`src/rtl/mscs_pkg.sv`:
```
// Shared types, codes and constants of the motor speed command supervisor.
package mscs_pkg;

  localparam int unsigned SPD_W   = 20;
  localparam int unsigned MAXS_W  = 19;
  localparam int unsigned TMO_W   = 16;
  localparam int unsigned GAIN_W  = 17;
  localparam int unsigned IDLE_W  = 17;
  localparam int unsigned VEL_W   = 21;
  localparam int unsigned CUR_W   = 15;
  localparam int unsigned TRQ_W   = 14;
  localparam int unsigned TICK_W  = 32;
  localparam int unsigned CFGI_W  = 2;
  localparam int unsigned CFGD_W  = 19;
  localparam int unsigned IN_DW   = 24;
  localparam int unsigned IN_UW   = 3;
  localparam int unsigned OUT_DW  = 128;

  // Configuration register indexes.
  localparam logic [CFGI_W-1:0] CFG_MAX_SPEED = 2'd0;
  localparam logic [CFGI_W-1:0] CFG_TIMEOUT   = 2'd1;
  localparam logic [CFGI_W-1:0] CFG_GAIN      = 2'd2;

  localparam logic [MAXS_W-1:0] MAX_SPEED_RST = 19'd48000;
  localparam logic [TMO_W-1:0]  TIMEOUT_RST   = 16'd500;
  localparam logic [GAIN_W-1:0] GAIN_RST      = 17'd6863;

  localparam logic [IDLE_W-1:0] IDLE_MAX      = 17'h1FFFF;
  // Lag step is 123/1024 of the error.
  localparam logic signed [28:0] LAG_NUM      = 29'sd123;
  localparam logic signed [28:0] LAG_HALF     = 29'sd512;
  // floor(n/3) = (n * 43691) >> 17 for every n below 2^17.
  localparam logic [15:0] DIV3_RECIP          = 16'd43691;
  localparam logic [CUR_W-1:0] CUR_BASE       = 15'd200;

  typedef enum logic [2:0] {
    FUNC_SET_SPEED = 3'd0,
    FUNC_FORWARD   = 3'd1,
    FUNC_REVERSE   = 3'd2,
    FUNC_HOLD      = 3'd3,
    FUNC_HEARTBEAT = 3'd4,
    FUNC_CLEAR     = 3'd5,
    FUNC_ESTOP     = 3'd6,
    FUNC_TICK      = 3'd7
  } func_t;

  typedef enum logic [2:0] {
    MODE_IDLE    = 3'd0,
    MODE_FORWARD = 3'd1,
    MODE_REVERSE = 3'd2,
    MODE_HOLD    = 3'd3,
    MODE_ESTOP   = 3'd4
  } mode_t;

  typedef enum logic [2:0] {
    ST_IDLE,
    ST_LAG,
    ST_UPD,
    ST_MUL,
    ST_FIN
  } ctrl_state_t;

  // Commands from the controller to the datapath.
  typedef struct packed {
    logic exec;      // apply the accepted command to the supervisor state
    logic lag_mul;   // form the lag product from the tracking error
    logic lag_upd;   // add the lag step to the measured speed
    logic derive;    // form velocity, current and torque products
    logic load;      // load the result register
  } dp_cmd_t;

  // Status from the datapath to the controller.
  typedef struct packed {
    logic in_is_tick;
    logic out_full;
  } dp_sts_t;

endpackage

```
`src/rtl/motor_speed_command_supervisor_core.sv`:
```
// Top level of the motor speed command supervisor.
//
// The block takes one drive command or control tick per input transfer and
// returns one status item per command. A tick forms the lag product, updates
// the measured speed and forms the derived products before it loads the result
// register; other commands skip the lag model, form the derived products and
// load the result. The next command is taken only once the result is loaded.
// The chain of dependent multiplications in the datapath sets this sequence.
// The result register parts the two sides, so a new command is taken while an
// earlier result still waits; the block holds in its last step only when that
// register is still full and not being taken. Configuration writes are taken
// in any cycle and belong in periods when the block is idle.
module motor_speed_command_supervisor_core (
  input  logic                          clk,
  input  logic                          rst_n,
  // in_tdata: speed_request[19:0], estop_request[20], zero[23:21]
  input  logic                          in_tvalid,
  output logic                          in_tready,
  input  logic [mscs_pkg::IN_DW-1:0]    in_tdata,
  // in_tuser: func[2:0]
  input  logic [mscs_pkg::IN_UW-1:0]    in_tuser,
  // out_tdata: accepted[0], mode[3:1], target_speed[23:4],
  // measured_speed[43:24], motor_velocity[64:44], current_ma[79:65],
  // torque_mnm[93:80], timed_out[94], tick_count[126:95], zero[127]
  output logic                          out_tvalid,
  input  logic                          out_tready,
  output logic [mscs_pkg::OUT_DW-1:0]   out_tdata,
  input  logic                          cfg_valid,
  output logic                          cfg_ready,
  input  logic [mscs_pkg::CFGI_W-1:0]   cfg_index,
  input  logic [mscs_pkg::CFGD_W-1:0]   cfg_data
);
  import mscs_pkg::*;

  dp_cmd_t cmd;
  dp_sts_t sts;

  assign cfg_ready = 1'b1;

  mscs_ctrl u_ctrl (
    .clk        (clk),
    .rst_n      (rst_n),
    .in_tvalid  (in_tvalid),
    .in_tready  (in_tready),
    .out_tready (out_tready),
    .sts        (sts),
    .cmd        (cmd)
  );

  mscs_dp u_dp (
    .clk        (clk),
    .rst_n      (rst_n),
    .in_tdata   (in_tdata),
    .in_tuser   (in_tuser),
    .cfg_we     (cfg_valid && cfg_ready),
    .cfg_index  (cfg_index),
    .cfg_data   (cfg_data),
    .out_tready (out_tready),
    .out_tvalid (out_tvalid),
    .out_tdata  (out_tdata),
    .cmd        (cmd),
    .sts        (sts)
  );

endmodule

```
`src/rtl/mscs_ctrl.sv`:
```
// Sequencing controller of the motor speed command supervisor.
module mscs_ctrl (
  input  logic             clk,
  input  logic             rst_n,
  input  logic             in_tvalid,
  output logic             in_tready,
  input  logic             out_tready,
  input  mscs_pkg::dp_sts_t sts,
  output mscs_pkg::dp_cmd_t cmd
);
  import mscs_pkg::*;

  ctrl_state_t state_r, state_nxt;
  logic        accept;
  logic        out_free;

  assign accept   = in_tvalid && (state_r == ST_IDLE);
  assign out_free = !sts.out_full || out_tready;

  always_ff @(posedge clk) begin
    if (!rst_n) begin
      state_r <= ST_IDLE;
    end else begin
      state_r <= state_nxt;
    end
  end

  always_comb begin
    state_nxt = state_r;
    unique case (state_r)
      ST_IDLE: begin
        if (accept) begin
          state_nxt = sts.in_is_tick ? ST_LAG : ST_MUL;
        end
      end
      ST_LAG:  state_nxt = ST_UPD;
      ST_UPD:  state_nxt = ST_MUL;
      ST_MUL:  state_nxt = ST_FIN;
      ST_FIN: begin
        if (out_free) begin
          state_nxt = ST_IDLE;
        end
      end
      default: state_nxt = ST_IDLE;
    endcase
  end

  always_comb begin
    in_tready   = 1'b0;
    cmd         = '0;
    unique case (state_r)
      ST_IDLE: begin
        in_tready = 1'b1;
        cmd.exec  = in_tvalid;
      end
      ST_LAG:  cmd.lag_mul = 1'b1;
      ST_UPD:  cmd.lag_upd = 1'b1;
      ST_MUL:  cmd.derive  = 1'b1;
      ST_FIN:  cmd.load    = out_free;
      default: cmd         = '0;
    endcase
  end

endmodule

```
`src/rtl/mscs_dp.sv`:
```
// Datapath of the motor speed command supervisor: state, lag model, derived values.
module mscs_dp (
  input  logic                          clk,
  input  logic                          rst_n,
  input  logic [mscs_pkg::IN_DW-1:0]    in_tdata,
  input  logic [mscs_pkg::IN_UW-1:0]    in_tuser,
  input  logic                          cfg_we,
  input  logic [mscs_pkg::CFGI_W-1:0]   cfg_index,
  input  logic [mscs_pkg::CFGD_W-1:0]   cfg_data,
  input  logic                          out_tready,
  output logic                          out_tvalid,
  output logic [mscs_pkg::OUT_DW-1:0]   out_tdata,
  input  mscs_pkg::dp_cmd_t             cmd,
  output mscs_pkg::dp_sts_t             sts
);
  import mscs_pkg::*;

  // Configuration registers.
  logic [MAXS_W-1:0] max_speed_r;
  logic [TMO_W-1:0]  timeout_r;
  logic [GAIN_W-1:0] gain_r;

  // Supervisor state.
  logic               estop_r, estop_nxt;
  mode_t              mode_r, mode_nxt;
  logic signed [SPD_W-1:0] target_r, target_nxt;
  logic signed [SPD_W-1:0] speed_r, speed_nxt;
  logic [IDLE_W-1:0]  idle_r, idle_nxt;
  logic [TICK_W-1:0]  tick_r, tick_nxt;
  logic               acc_r, acc_nxt;
  logic               tout_r, tout_nxt;

  // Arithmetic stages.
  logic signed [28:0] lag_r;
  logic [36:0]        vprod_r;
  logic [32:0]        cprod_r;
  logic [32:0]        tprod_r;
  logic               neg_r;

  // Result register.
  logic               out_valid_r;
  logic [OUT_DW-1:0]  out_data_r;

  func_t                   func;
  logic signed [SPD_W-1:0] req_in;
  logic                    est_in;
  logic signed [SPD_W:0]   req, req_abs, lim, clamped;
  logic [IDLE_W-1:0]       idle_inc;
  logic                    fire;
  logic signed [SPD_W:0]   err;
  logic [SPD_W-1:0]        mag;
  logic [22:0]             mag5;
  logic [37:0]             vsum;
  logic [21:0]             vmag;
  logic [VEL_W-1:0]        vel;
  logic [CUR_W-1:0]        cur;
  logic [TRQ_W-1:0]        trq;

  assign func   = func_t'(in_tuser);
  assign req_in = $signed(in_tdata[SPD_W-1:0]);
  assign est_in = in_tdata[SPD_W];

  assign sts.in_is_tick = (func == FUNC_TICK);
  assign sts.out_full   = out_valid_r;

  always_ff @(posedge clk) begin
    if (!rst_n) begin
      max_speed_r <= MAX_SPEED_RST;
      timeout_r   <= TIMEOUT_RST;
      gain_r      <= GAIN_RST;
    end else if (cfg_we) begin
      case (cfg_index)
        CFG_MAX_SPEED: max_speed_r <= cfg_data[MAXS_W-1:0];
        CFG_TIMEOUT:   timeout_r   <= cfg_data[TMO_W-1:0];
        CFG_GAIN:      gain_r      <= cfg_data[GAIN_W-1:0];
        default:       ;
      endcase
    end
  end

  // Speed request shaping and clamping.
  always_comb begin
    req     = 21'(req_in);
    req_abs = req[SPD_W] ? -req : req;
    case (func)
      FUNC_FORWARD: req = req_abs;
      FUNC_REVERSE: req = -req_abs;
      default:      ;
    endcase
    lim     = $signed({2'b00, max_speed_r});
    clamped = req;
    if (req > lim) begin
      clamped = lim;
    end else if (req < -lim) begin
      clamped = -lim;
    end
  end

  assign idle_inc = (idle_r == IDLE_MAX) ? idle_r : idle_r + 1'b1;
  assign fire     = (timeout_r != '0) && (target_r != '0) &&
                    (idle_inc > IDLE_W'(timeout_r));

  // Command execution at the transfer of an input item.
  always_comb begin
    estop_nxt  = estop_r;
    mode_nxt   = mode_r;
    target_nxt = target_r;
    speed_nxt  = speed_r;
    idle_nxt   = idle_r;
    tick_nxt   = tick_r;
    acc_nxt    = 1'b1;
    tout_nxt   = 1'b0;
    unique case (func)
      FUNC_SET_SPEED, FUNC_FORWARD, FUNC_REVERSE: begin
        if (estop_r) begin
          acc_nxt = 1'b0;
        end else begin
          target_nxt = clamped[SPD_W-1:0];
          if (clamped > 0) begin
            mode_nxt = MODE_FORWARD;
          end else if (clamped < 0) begin
            mode_nxt = MODE_REVERSE;
          end else begin
            mode_nxt = MODE_IDLE;
          end
          idle_nxt = '0;
        end
      end
      FUNC_HOLD: begin
        if (estop_r) begin
          acc_nxt = 1'b0;
        end else begin
          target_nxt = '0;
          mode_nxt   = MODE_HOLD;
          idle_nxt   = '0;
        end
      end
      FUNC_HEARTBEAT: begin
        if (estop_r) begin
          acc_nxt = 1'b0;
        end else begin
          idle_nxt = '0;
        end
      end
      FUNC_CLEAR: begin
        if (estop_r) begin
          acc_nxt = 1'b0;
        end else begin
          mode_nxt = MODE_IDLE;
        end
      end
      FUNC_ESTOP: begin
        estop_nxt  = est_in;
        idle_nxt   = '0;
        target_nxt = '0;
        if (est_in) begin
          speed_nxt = '0;
          mode_nxt  = MODE_ESTOP;
        end else begin
          mode_nxt  = MODE_IDLE;
        end
      end
      FUNC_TICK: begin
        tick_nxt = tick_r + 1'b1;
        idle_nxt = idle_inc;
        if (fire) begin
          target_nxt = '0;
          mode_nxt   = MODE_HOLD;
          tout_nxt   = 1'b1;
        end
        // The lag step follows in later cycles; while stopped the speed is pinned.
        if (estop_r) begin
          speed_nxt = '0;
        end
      end
      default: ;
    endcase
  end

  assign err = {target_r[SPD_W-1], target_r} - {speed_r[SPD_W-1], speed_r};
  assign mag = speed_r[SPD_W-1] ? SPD_W'(-speed_r) : speed_r;
  assign mag5 = {1'b0, mag, 2'b00} + 23'(mag);

  always_ff @(posedge clk) begin
    if (!rst_n) begin
      estop_r  <= 1'b0;
      mode_r   <= MODE_IDLE;
      target_r <= '0;
      speed_r  <= '0;
      idle_r   <= '0;
      tick_r   <= '0;
    end else if (cmd.exec) begin
      estop_r  <= estop_nxt;
      mode_r   <= mode_nxt;
      target_r <= target_nxt;
      speed_r  <= speed_nxt;
      idle_r   <= idle_nxt;
      tick_r   <= tick_nxt;
    end else if (cmd.lag_upd && !estop_r) begin
      // Arithmetic shift by ten rounds the biased product down.
      speed_r <= speed_r + $signed({lag_r[28], lag_r[28:10]});
    end
  end

  always_ff @(posedge clk) begin
    if (cmd.exec) begin
      acc_r  <= acc_nxt;
      tout_r <= tout_nxt;
    end
    if (cmd.lag_mul) begin
      lag_r <= 29'(err) * LAG_NUM + LAG_HALF;
    end
    if (cmd.derive) begin
      vprod_r <= 37'(mag) * 37'(gain_r);
      cprod_r <= 33'(mag5[22:5]) * 33'(DIV3_RECIP);
      tprod_r <= 33'(mag[SPD_W-1:4]) * 33'(DIV3_RECIP);
      neg_r   <= speed_r[SPD_W-1];
    end
  end

  // Rounding, saturation and the stopped case of the derived values.
  always_comb begin
    vsum = {1'b0, vprod_r} + 38'd32768;
    vmag = vsum[37:16];
    if (!neg_r) begin
      vel = (vmag > 22'd1048575) ? 21'h0FFFFF : vmag[VEL_W-1:0];
    end else begin
      vel = (vmag > 22'd1048576) ? 21'h100000 : VEL_W'(-vmag);
    end
    cur = CUR_BASE + cprod_r[31:17];
    trq = tprod_r[30:17];
    if (estop_r) begin
      vel = '0;
      cur = '0;
      trq = '0;
    end
  end

  always_ff @(posedge clk) begin
    if (!rst_n) begin
      out_valid_r <= 1'b0;
    end else if (cmd.load) begin
      out_valid_r <= 1'b1;
    end else if (out_tready) begin
      out_valid_r <= 1'b0;
    end
  end

  always_ff @(posedge clk) begin
    if (cmd.load) begin
      out_data_r <= {1'b0, tick_r, tout_r, trq, cur, vel, speed_r, target_r,
                     mode_r, acc_r};
    end
  end

  assign out_tvalid = out_valid_r;
  assign out_tdata  = out_data_r;

endmodule

```
`config.mk`:
```
export PLATFORM = sky130hd
export DESIGN_NAME = motor_speed_command_supervisor_core
export DESIGN_NICKNAME = d
export VERILOG_FILES = /design/src/rtl/mscs_pkg.sv /design/src/rtl/motor_speed_command_supervisor_core.sv /design/src/rtl/mscs_ctrl.sv /design/src/rtl/mscs_dp.sv
export SDC_FILE = /design/constraint.sdc
export NUM_CORES = 2
export LEC_CHECK = 0
export ABC_AREA = 1
export ABC_CLOCK_PERIOD_IN_PS = 10800
export BUFFER_PORTS_ARGS = -buffer_cell sky130_fd_sc_hd__buf_2
export CELL_PAD_IN_SITES_DETAIL_PLACEMENT = 0
export CELL_PAD_IN_SITES_GLOBAL_PLACEMENT = 2
export CORE_ASPECT_RATIO = 2
export CORE_MARGIN = 2
export CORE_UTILIZATION = 36
export CTS_CLUSTER_SIZE = 12
export DETAILED_ROUTE_END_ITERATION = 6
export HOLD_SLACK_MARGIN = 0.15
export PLACE_DENSITY = 0.82
export SLEW_MARGIN = 20
export SYNTH_ARGS = -nofsm -noshare
export SYNTH_HDL_FRONTEND = slang
export SYNTH_SLANG_ARGS = --single-unit
```
`constraint.sdc`:
```
create_clock -name clk -period 10.8 [get_ports clk]
set_input_delay 1.08 -clock clk [delete_from_list [all_inputs] [get_ports clk]]
set_output_delay 1.08 -clock clk [all_outputs]
set_load 0.01 [all_outputs]
```
==> impl_metrics.ini <==
[run_status]
status = complete, no violations

[placed_design]
place_area_um2 = 46700
gp_congestion = 0.934
hpwl_um = 117000
port_buffers = 178

[logic_synthesis]
synth.yosys.warnings = 0
postSynthAreaPerCell_um2 = 8.27
synth-edff-count = 200
synth_fp_nets = 6386
ys.flop_type = edfxtp_1
ys_seq_area_share_pct = 20.5
ys_seq_elements = 349
async_reset_ff_share_pct = 0
synth.distinct_cells = 69
synth_cells = 5287
synth_area_um2 = 43700

[cells_and_area]
layout_commonest_cell = inv_1
layout_common_cells = inv_1, nand2_1, ha_1
areaGrowthSynthToFinish_pct = 9.53
nets = 6558
fill_cells = 12400
layout.area.seq_um2 = 8990
drive_above_1_share_pct = 7.53
multi_input_area_um2 = 30100
final_area_um2 = 47900

[setup_path]
rr_startpoint = u_dp.speed_r[1]
worstPathArrival_ns = 9.74
worstSetupStartpoint = u_dp.speed_r[1]
start_kind = flop
cp_common_cell = nand2_1
path_class = flop to flop
max_stage_delay_ns = 0.71
slowest_stage = ha_1
path_max_fanout = 12
worstPathRequired_ns = 11.16
endpoint_kind = flop

[cts]
cts_tree = built
cts_resized = 0
clock-sinks = 349
htree_levels = 2
cts-hold-fix-buffers = 0
clockBufferDepth = 3
cts_buffers = 39
postCtsSetupRepairBufs = 0
clkSlewWorstSetupHoldPaths_ns = 0.07
clk_root_buffer_cell = clkbuf_16
worstSkewPairLatency_ns = 0.62

[floorplanning]
start_util_pct = 36.3
die_w_um = 250
ios = 184
die_h_um = 497
die_area_um2 = 124000
num_rows = 180
core_um2 = 120000

[routing]
detail-route-antenna-nets = 0
num_vias = 35600
first_pass_iters = 5
wirelength_um = 140000
dr.first_iter.drc_count = 1478
drc_errors = 0
vias_per_cell = 5.06
avgRoutedWirePerCell_um = 20.0

[sta]
slew_viol_final = 0
hold_viol_final = 0
rsz0062_at_grt = false
skew_ns = 0.0301
period_minus_slack_ns = 9.39
slew_headroom_pct = 24.7
max_freq_ghz = 0.107
post-route-period-util_pct = 86.9
setup_tns_ns = 0
final-setup-viol-count = 0
tightest_slew_ns = 1.12

[worst_hold_path]
hold_path.class = flop to flop
hp-start = u_dp.acc_r

[grt]
grt_overflow_total = 0
grt_pass1_vias = 38100
grt_max_degree = 76
grt_antenna_before_repair = 1
grt_pass1_wl_um = 217000
grt_util_all_layers_pct = 22.9

[job]
cap_violations = 0
## critical path, delay by kind of cell, from the launching register on
family,cells,cell delay (ns)
buffers and inverters,10,0.90
and+or+nand+nor,20,2.88
AOI/OAI and AO/OA,5,1.24
adders and majority gates,8,3.54
DFF,1,0.36
xor gates and xnor gates,1,0.17
## layout make-up
class,count,share of cell area (%)
inverters,1135,8.89
repair buffers,248,2.96
well taps,1547,4.04
clock inverters,11,0.219
clock buffers,57,2.39
flip-flops and latches,349,18.8
diodes,2,0.0104
multi-input cells,3686,62.7
## Yosys cell counts (all sizes together), types with 18 or more instances
library cell  number  share of area (%)
dfxtp            149                6.8
nor3              83                1.1
nor4              22               0.35
o211ai            34               0.61
clkbuf            93               0.80
o21ai            208                2.4
ha               524                 15
edfxtp           200                 14
nand4             53               0.80
xnor2             39               0.78
fa               522                 24
inv             1128                9.7
buf               24               0.30
a31oi             18               0.26
a21o              18               0.31
nor2             372                3.4
nand3            193                2.4
nand2           1008                8.7
a21oi            340                4.0
or2               18               0.26
xor2             129                2.6
## logic make-up after synthesis
family                     synth area share [%]
and+or+nand+nor                            17.1
buffers and inverters                      10.8
adders and majority gates                  38.9
AOI/OAI and AO/OA                          9.14
DFF                                        20.5
xor gates and xnor gates                   3.41
other                                    0.0172
muxes                                    0.0229
## sequential cells by signal, indices dropped and copies added, names as in the netlist, 17 cells and up
register	flops
u_dp.gain_r	17
u_dp.idle_r	17
u_dp.lag_r	19
u_dp.max_speed_r	19
u_dp.out_tdata	127
u_dp.speed_r	20
u_dp.target_r	20
u_dp.tick_r	32
u_dp.vprod_r	22
## stage by stage
stage               hold WS [ns]  util (%)  cells  setup WS (ns)
CTS                        0.422      39.8   7033           1.29
finish                     0.420      39.8   7035           1.41
global route               0.431      39.8   7034          0.642
global placement           0.401      38.7   6965           1.36
detailed placement         0.406      38.7   6965           1.32
floorplan                  0.400         -   5287          0.322
## metal layers
| metal | vias up | GRT usage, % | routed length (µm) | share of wire (%) |
|---|---|---|---|---|
| li1 | 17100 | - | - | - |
| met1 | 17300 | 21.3 | 46000 | 33 |
| met2 | 836 | 45.7 | 78800 | 56 |
| met3 | 393 | 2.28 | 4350 | 3.1 |
| met4 | 0 | 15.6 | 11200 | 8.0 |
| met5 | - | 0 | 0 | 0 |
## final timing paths
check | end | slack, ns | depth (start not counted)
worst min-delay path | u_dp.out_tdata[0] | 0.42 | 0
worst max-delay path | u_dp.cprod_r[31] | 1.41 | 44
worst min register to register | u_dp.out_tdata[0] | 0.42 | 0
worst max register to register | u_dp.cprod_r[31] | 1.41 | 44
Power is left out: the tool's default activity adds up to more than one toggle a clock period on the data nets, which glitch-free logic cannot reach.
